[src/rtl/multichannel_fir_filter_macros.svh]
// Assertion macros for the multichannel FIR filter.
// Included by the RTL files that carry concurrent assertions; no other dependencies.
`ifndef MULTICHANNEL_FIR_FILTER_MACROS_SVH
`define MULTICHANNEL_FIR_FILTER_MACROS_SVH
`ifndef SYNTH
// Same-cycle implication, disabled while reset is asserted.
`define MCFIR_ASSERT_NOW(label, clk, rst_n, ante, cons) \
    label: assert property (@(posedge clk) disable iff (!rst_n) (ante) |-> (cons)) \
        else $error("assertion failed");
// Next-cycle implication, disabled while reset is asserted.
`define MCFIR_ASSERT_NEXT(label, clk, rst_n, ante, cons) \
    label: assert property (@(posedge clk) disable iff (!rst_n) (ante) |=> (cons)) \
        else $error("assertion failed");
`else
`define MCFIR_ASSERT_NOW(label, clk, rst_n, ante, cons)
`define MCFIR_ASSERT_NEXT(label, clk, rst_n, ante, cons)
`endif
`endif

[src/rtl/mcfir_pkg.sv]
// Package for the multichannel FIR filter: request and result types and fixed constants.
// No dependencies; used by multichannel_fir_filter and its testbench.
package mcfir_pkg;

    localparam int SAMPLE_W  = 16;
    localparam int FRAC_BITS = SAMPLE_W - 1;
    localparam int TAP_FW    = 5;

    localparam logic FUNC_COEF   = 1'b0;
    localparam logic FUNC_SAMPLE = 1'b1;

    typedef struct packed {
        logic                       func;
        logic                       channel;
        logic [TAP_FW-1:0]          tap;
        logic signed [SAMPLE_W-1:0] value;
        logic                       frame_last;
    } t_in_req;

    typedef struct packed {
        logic                       out_channel;
        logic signed [SAMPLE_W-1:0] filtered;
    } t_out_rsp;

endpackage

[src/rtl/multichannel_fir_filter.sv]
// Top level of the multichannel FIR filter: sample and coefficient memories with one
// shared multiply-accumulate unit. Depends on mcfir_pkg and multichannel_fir_filter_macros.svh.
//
// Usage. The input channel (i_in_valid, o_in_stall, i_in_req) carries two kinds of request.
// A coefficient request (func = write coefficient) stores one tap of one channel and leaves
// the block idle; it produces no result. A sample request writes the sample into its channel's
// circular queue and then walks all TAPS products, oldest sample against tap 0, through one
// multiplier and one accumulator. The result (channel and rounded, saturated Q1.15 value)
// appears on the output channel (o_out_valid, i_out_stall, o_out_rsp), and no further
// request is taken until the result has been loaded into the output register. The time a
// sample occupies the block is set by the single read port of each memory: one tap is read
// per cycle, plus the read, multiply, accumulate and rounding stages.
// A sample request flagged frame_last advances the shared write index for all channels.
// Requests naming a channel at or above CHANNELS are accepted and dropped.
//
// After reset the block clears CHANNELS * 2**ceil(log2(TAPS)) entries of the sample memory,
// one entry per cycle, with o_in_stall held high. Coefficients are not cleared and must be
// written before use. The result sits in an output register; while the receiver stalls it
// the block finishes the next sample and then waits to hand it over.
module multichannel_fir_filter #(
    parameter int TAPS     = 32,
    parameter int CHANNELS = 2
) (
    input  logic                i_clk,
    input  logic                i_rst_n,
    input  logic                i_in_valid,
    output logic                o_in_stall,
    input  mcfir_pkg::t_in_req  i_in_req,
    output logic                o_out_valid,
    input  logic                i_out_stall,
    output mcfir_pkg::t_out_rsp o_out_rsp
);

`include "multichannel_fir_filter_macros.svh"

    // Index, channel and address widths. Each memory is laid out as {channel, tap index}.
    localparam int IDX_W     = $clog2(TAPS);
    localparam int CH_W      = (CHANNELS > 1) ? $clog2(CHANNELS) : 1;
    localparam int ADDR_W    = CH_W + IDX_W;
    localparam int MEM_DEPTH = 1 << ADDR_W;
    localparam int CLR_N     = CHANNELS << IDX_W;
    localparam int SW        = mcfir_pkg::SAMPLE_W;
    localparam int PROD_W    = 2 * SW;
    // Worst-case sum magnitude is TAPS * 2**(2*SW-2), so this width never wraps.
    localparam int ACC_W     = PROD_W + IDX_W;

    localparam logic [IDX_W-1:0]         TAPS_LAST = IDX_W'(TAPS - 1);
    localparam logic [ADDR_W-1:0]        CLR_LAST  = ADDR_W'(CLR_N - 1);
    localparam logic signed [ACC_W-1:0]  RND_HALF  = ACC_W'(2 ** (mcfir_pkg::FRAC_BITS - 1));
    localparam logic signed [ACC_W-1:0]  SAT_MAX   = ACC_W'(2 ** (SW - 1) - 1);
    localparam logic signed [ACC_W-1:0]  SAT_MIN   = -(ACC_W'(2 ** (SW - 1)));

    typedef enum logic [1:0] {
        S_CLEAR,
        S_IDLE,
        S_RUN,
        S_DONE
    } t_state;

    t_state                     r_state;
    logic [ADDR_W-1:0]          r_clr;
    logic [IDX_W-1:0]           r_wi;
    logic [CH_W-1:0]            r_ch;
    logic [IDX_W-1:0]           r_k;
    logic [IDX_W-1:0]           r_pos;
    logic                       r_issue;
    logic                       r_rd_v;
    logic                       r_mul_v;
    logic signed [PROD_W-1:0]   r_prod;
    logic signed [ACC_W-1:0]    r_acc;
    logic                       r_out_v;
    mcfir_pkg::t_out_rsp        r_out;

    logic signed [SW-1:0]       smp_mem  [MEM_DEPTH];
    logic signed [SW-1:0]       coef_mem [MEM_DEPTH];
    logic signed [SW-1:0]       r_smp_q;
    logic signed [SW-1:0]       r_coef_q;

    logic                       in_acc;
    logic                       ch_ok;
    logic [CH_W-1:0]            in_ch;
    logic                       smp_req;
    logic                       coef_req;
    logic [IDX_W-1:0]           wi_inc;
    logic [IDX_W-1:0]           pos_inc;
    logic                       smp_we;
    logic [ADDR_W-1:0]          smp_waddr;
    logic signed [SW-1:0]       smp_wdata;
    logic                       rd_en;
    logic                       out_free;
    logic signed [ACC_W-1:0]    rnd_sum;
    logic signed [ACC_W-1:0]    rnd_q;
    logic signed [SW-1:0]       sat_val;

    // A request is taken only in the idle state; out-of-range channels are dropped.
    assign o_in_stall = (r_state != S_IDLE);
    assign in_acc     = i_in_valid && !o_in_stall;
    assign in_ch      = CH_W'(i_in_req.channel);
    assign ch_ok      = (32'(i_in_req.channel) < CHANNELS);
    assign smp_req    = in_acc && ch_ok && (i_in_req.func == mcfir_pkg::FUNC_SAMPLE);
    assign coef_req   = in_acc && ch_ok && (i_in_req.func == mcfir_pkg::FUNC_COEF)
                        && (32'(i_in_req.tap) < TAPS);

    // Circular index arithmetic modulo TAPS.
    assign wi_inc  = (r_wi == TAPS_LAST) ? '0 : r_wi + 1'b1;
    assign pos_inc = (r_pos == TAPS_LAST) ? '0 : r_pos + 1'b1;

    // The sample memory write port serves the clearing pass and new samples.
    always_comb begin
        if (r_state == S_CLEAR) begin
            smp_we    = 1'b1;
            smp_waddr = r_clr;
            smp_wdata = '0;
        end else begin
            smp_we    = smp_req;
            smp_waddr = {in_ch, r_wi};
            smp_wdata = i_in_req.value;
        end
    end

    assign rd_en = (r_state == S_RUN) && r_issue;

    always_ff @(posedge i_clk) begin
        if (smp_we) begin
            smp_mem[smp_waddr] <= smp_wdata;
        end
        if (rd_en) begin
            r_smp_q <= smp_mem[{r_ch, r_pos}];
        end
    end

    always_ff @(posedge i_clk) begin
        if (coef_req) begin
            coef_mem[{in_ch, IDX_W'(i_in_req.tap)}] <= i_in_req.value;
        end
        if (rd_en) begin
            r_coef_q <= coef_mem[{r_ch, r_k}];
        end
    end

    // Round half up at the binary point, then saturate to the sample range.
    assign rnd_sum = r_acc + RND_HALF;
    assign rnd_q   = rnd_sum >>> mcfir_pkg::FRAC_BITS;
    always_comb begin
        if (rnd_q > SAT_MAX) begin
            sat_val = SAT_MAX[SW-1:0];
        end else if (rnd_q < SAT_MIN) begin
            sat_val = SAT_MIN[SW-1:0];
        end else begin
            sat_val = rnd_q[SW-1:0];
        end
    end

    assign out_free = !r_out_v || !i_out_stall;

    always_ff @(posedge i_clk) begin
        if (!i_rst_n) begin
            r_state <= S_CLEAR;
            r_clr   <= '0;
            r_wi    <= '0;
            r_issue <= 1'b0;
            r_rd_v  <= 1'b0;
            r_mul_v <= 1'b0;
            r_out_v <= 1'b0;
        end else begin
            // In the done state the load below decides the output valid on its own.
            if (r_out_v && !i_out_stall && (r_state != S_DONE)) begin
                r_out_v <= 1'b0;
            end
            r_rd_v  <= rd_en;
            r_mul_v <= r_rd_v;
            if (r_rd_v) begin
                r_prod <= r_coef_q * r_smp_q;
            end
            if (r_mul_v) begin
                r_acc <= r_acc + ACC_W'(r_prod);
            end
            unique case (r_state)
                S_CLEAR: begin
                    r_clr <= r_clr + 1'b1;
                    if (r_clr == CLR_LAST) begin
                        r_state <= S_IDLE;
                    end
                end
                S_IDLE: begin
                    if (smp_req) begin
                        // The window starts just after the new sample, so the
                        // newest sample meets the last tap.
                        r_ch    <= in_ch;
                        r_pos   <= wi_inc;
                        r_k     <= '0;
                        r_issue <= 1'b1;
                        r_acc   <= '0;
                        r_state <= S_RUN;
                        if (i_in_req.frame_last) begin
                            r_wi <= wi_inc;
                        end
                    end
                end
                S_RUN: begin
                    if (r_issue) begin
                        if (r_k == TAPS_LAST) begin
                            r_issue <= 1'b0;
                        end else begin
                            r_k   <= r_k + 1'b1;
                            r_pos <= pos_inc;
                        end
                    end else if (!r_rd_v && !r_mul_v) begin
                        r_state <= S_DONE;
                    end
                end
                S_DONE: begin
                    if (out_free) begin
                        r_out.out_channel <= r_ch[0];
                        r_out.filtered    <= sat_val;
                        r_out_v           <= 1'b1;
                        r_state           <= S_IDLE;
                    end
                end
                default: begin
                    r_state <= S_IDLE;
                end
            endcase
        end
    end

    assign o_out_valid = r_out_v;
    assign o_out_rsp   = r_out;

    // A sample request always occupies the block on the following cycle.
    `MCFIR_ASSERT_NEXT(a_sample_busy, i_clk, i_rst_n, smp_req, o_in_stall)
    // The write index moves only on a sample request flagged as the last of a frame.
    `MCFIR_ASSERT_NEXT(a_wi_hold, i_clk, i_rst_n, !(smp_req && i_in_req.frame_last), $stable(r_wi))
    // No result is presented while the sample memory is being cleared.
    `MCFIR_ASSERT_NOW(a_clear_quiet, i_clk, i_rst_n, r_state == S_CLEAR, !o_out_valid)

endmodule

[config.mk]
export PLATFORM = sky130hd
export DESIGN_NAME = multichannel_fir_filter
export DESIGN_NICKNAME = d
export VERILOG_FILES = /design/src/rtl/mcfir_pkg.sv /design/src/rtl/multichannel_fir_filter.sv
export VERILOG_INCLUDE_DIRS = /design/src /design/src/rtl
export SDC_FILE = /design/constraint.sdc
export NUM_CORES = 2
export LEC_CHECK = 0
export BUFFER_PORTS_ARGS = -buffer_cell sky130_fd_sc_hd__buf_2
export CAP_MARGIN = 20
export CORE_UTILIZATION = 37
export CTS_BUF_LIST = sky130_fd_sc_hd__clkbuf_2 sky130_fd_sc_hd__clkbuf_4 sky130_fd_sc_hd__clkbuf_8
export CTS_CLUSTER_DIAMETER = 100
export CTS_CLUSTER_SIZE = 40
export DETAILED_ROUTE_END_ITERATION = 7
export PLACE_DENSITY_LB_ADDON = 0.08
export RECOVER_POWER = 25
export SLEW_MARGIN = 20
export SYNTH_ARGS = -nofsm -noshare
export SYNTH_HDL_FRONTEND = slang
export SYNTH_SLANG_ARGS = --single-unit
export TNS_END_PERCENT = 20
[constraint.sdc]
create_clock -name i_clk -period 8.6 [get_ports i_clk]
set_clock_uncertainty 0.1 [all_clocks]
set_input_delay 1.72 -clock i_clk [delete_from_list [all_inputs] [get_ports i_clk]]
set_output_delay 1.72 -clock i_clk [all_outputs]
set_load 0.02 [all_outputs]
==> results.yml <==
run_status:
  status: "finished, violations left"
  violations: "max-capacitance violations, max-slew violations"
die:
  num_rows: 186
  die_y_um: 511
  core_um2: 257000
  die_w_um: 511
  io_pins: 47
  die-area_um2: 261000
  start_util_pct: 37.3
routing:
  ant_nets: 0
  finalWirelength_mm: 249
  vias: 45043
  initialDrtViolationCount: 3872
  routed_via_density: 5.33
  wire_per_inst_um: 29.4
  route.detailed.drc: 0
  firstDrtPassIters: 7
critical_path:
  critical_path.top_delay_family: "adder cells"
  worst-endpoint-required_ns: 9.24
  crit_slowest_cell: "fa_1"
  startpoint_type: "register"
  max_stage_delay_ns: 0.87
  reg2reg_from: "r_smp_q[1]"
  reg2regPathDepth: 20
  crit_buf_inv: 3
  worstPathCellList: "nand2_1 > inv_1 > fa_1 > fa_1 > fa_1 > fa_1 > fa_1 > inv_1 > fa_1 > inv_1 > ha_1 > nand3_1 > nor2_1 > a311oi_1 > o21ai_0 > a221oi_1 > a21oi_1 > a21oi_1 > o21ai_0 > xnor2_1"
  path_max_fanout: 16
  crit_arrival_ns: 7.68
  r2r_setup_slack_ns: 1.56
  critical_path_class: "register to register"
  reg2reg_to: "r_prod[31]"
  end_kind: "register"
  cp_common_cell: "fa_1"
timing:
  finalSetupViolations: 0
  drv_slew: 1280
  hold_violations: 0
  setup_tns_ns: 0
  setup_ws_ns: 1.56
  fin_hold_ws_ns: 0.394
  rsz0062_at_grt: "no"
  max_freq_mhz: 142
  worst-slew-pin-transition_ns: 4.23
  fin_crit_ns: 7.04
  finalCritPeriodShare_pct: 81.9
  slew_headroom_pct: -182
clock_tree:
  cts.sinks: 2194
  clkSlewWorstSetupHoldPaths_ns: 0.18
  cts_max_path_buffers: 3
  cts_root_buffer: "clkbuf_8"
  htreeDepth: 3
  cts_resized: 0
  cts_setup_buffers: 0
  cts_tree: "built"
  hold_buffers: 0
  clock_latency_ns: 0.99
  cts_inserted_buffers: 99
synthesis:
  postSynthCellCount: 4872
  synthFlopType: "edfxtp_1"
  ys_seq_area_share_pct: 68.5
  synth_cell_types: 71
  synth_area_um2: 95900
  synth_seq_cells: 2194
  ys_warn_count: 0
  async_reset_ff_share_pct: 0
  syn_nets: 5294
  avgSynthCellArea_um2: 19.7
  synth-edff-count: 2177
power_and_ir_drop:
  internal_power_mw: 13.3
  switching_share_pct: 23.7
  p_per_area_nw_per_um2: 167
  seqPwrFrac_pct: 67.3
  power.switching_mw: 4.13
  power_mw: 17.4
  ir_drop_v: 0.000151
  leakage_nw: 33.6
  p_clk_share_pct: 31.1
  combPwrFrac_pct: 1.6
finish:
  final_cells: 8456
  finalNetCount: 5404
  syn2layout_area_growth_pct: 8.51
  drive_gt1_share_pct: 23.1
  fillers: 22839
  stdcell_area_um2: 104000
  fin_util_pct: 40.4
placed_design:
  dpl.hpwl_mm: 149
  placed_area_um2: 101000
  port_buffers: 46
  dp_worst_setup_slack_ns: 1.54
  placedCellCount: 8264
  gp_congestion: 0.770
global_routing:
  grt_start_max_net_pins: 131
  grt_pass1_vias: 47394
  grt_usage_pct: 19.1
  overflow: 0
  grt_pass1_wl_mm: 359
  antenna_found_initial: 19
worst_hold_path:
  hold_end: "r_mul_v"
  hold_path_class: "register to register"
  holdPathStages: 1
  hold_start: "r_rd_v"
job:
  cap_viol_max_count: 25
-- state kept, by name, summed over array words and instances (netlist names), 5 cells and up --
name	cells
coef_mem	1024
smp_mem	1024
r_acc	37
r_prod	32
o_out_rsp	17
r_coef_q	16
r_smp_q	16
r_clr	6
r_k	5
r_pos	5
r_wi	5
-- layer usage --
| metal | routed length (µm) | GRT usage [%] | share of wire [%] |
|---|---|---|---|
| met1 | 118000 | 28.7 | 47 |
| met2 | 117000 | 30.4 | 47 |
| met3 | 9890 | 1.85 | 4.0 |
| met4 | 4340 | 3.68 | 1.7 |
| met5 | 13 | 0 | 0.0052 |
-- worst reg2reg max path, stage by stage, from the launching register on --
cell,delay (ns)
edfxtp_1,0.74
nand2_1,0.19
inv_1,0.17
fa_1,0.58
fa_1,0.87
fa_1,0.52
fa_1,0.51
fa_1,0.49
inv_1,0.05
fa_1,0.47
inv_1,0.04
ha_1,0.34
nand3_1,0.15
nor2_1,0.07
a311oi_1,0.25
o21ai_0,0.17
a221oi_1,0.47
a21oi_1,0.14
a21oi_1,0.24
o21ai_0,0.14
xnor2_1,0.14
-- synthesized netlist by cell type, drive strengths merged (14+ instances only) --
cell,number,area [µm²]
nor2,206,773
a21oi,59,295
or3,14,87.6
o21ai,54,278
a21o,37,278
fa,263,5270
nand2,201,757
nor3,16,91.3
buf,71,345
xor2,33,289
nand2b,20,125
nor2b,28,175
edfxtp,2177,65400
mux2i,25,250
nand3,51,265
mux4,672,15100
xnor2,51,447
and3,16,103
ha,131,1640
inv,320,1200
clkbuf,145,544
dfxtp,17,340
and2,146,916
-- kinds of logic (layout without fill, tap and decap cells) --
group / count (synthesis) / after routing / share of synthesized area [%]
adders and majority gates: 394 / 394 / 7.20
muxes: 700 / 700 / 16.1
DFF: 2194 / 2194 / 68.5
and+or+nand+nor: 731 / 731 / 3.69
buffers and inverters: 536 / 730 / 2.18
other: 0 / 6 / 0
xor gates and xnor gates: 84 / 84 / 0.767
AOI/OAI and AO/OA: 233 / 233 / 1.59
-- worst max-delay path by stage --
stage	startpoint	endpoint	cells past startpoint
floorplan	r_coef_q[15]	r_prod[31]	21
global placement	r_smp_q[1]	r_prod[31]	20
detailed placement	r_smp_q[1]	r_prod[31]	20
CTS	r_smp_q[1]	r_prod[31]	20
global route	r_smp_q[1]	r_prod[31]	20
finish	r_smp_q[1]	r_prod[31]	20
-- final cells by class --
type	count	area (µm²)	area share (%)
Multi-Input combinational cell	2142	28500	27.4
Sequential cell	2194	65700	63.1
Clock buffer	103	1420	1.36
Antenna cell	6	15.0	0.0144
Tap cell	3384	4230	4.07
Clock inverter	82	1430	1.37
Inverter	320	1200	1.15
Timing Repair Buffer	225	1580	1.52
-- layout by cell type, fill, tap and decap left out, types with 18 or more instances in the layout --
cell | Yosys | final
mux4_2 | 672 | 672
nand2b_1 | 20 | 20
inv_12 | 0 | 18
inv_1 | 320 | 320
and2_1 | 145 | 139
nor2_2 | 0 | 77
edfxtp_1 | 2177 | 2177
buf_2 | 48 | 37
xnor2_1 | 51 | 51
clkbuf_1 | 145 | 35
o21ai_0 | 43 | 43
nor2_1 | 206 | 120
a21o_1 | 37 | 37
nand2_1 | 200 | 200
buf_4 | 3 | 142
ha_1 | 131 | 131
fa_1 | 263 | 263
a21oi_1 | 59 | 59
nand3_1 | 49 | 49
mux2i_1 | 25 | 25
clkbuf_8 | 0 | 103
xor2_1 | 33 | 33
-- power groups by stage --
stage               Combinational (mW)  Clock [mW]  Sequential, mW
floorplan                        0.114           0            11.9
global placement                 0.283           0            11.9
detailed placement               0.289           0            12.0
CTS                              0.289        5.63            11.7
global route                     0.306        5.93            11.7
finish                           0.279        5.42            11.7
Power figures use the tool's default switching activity.
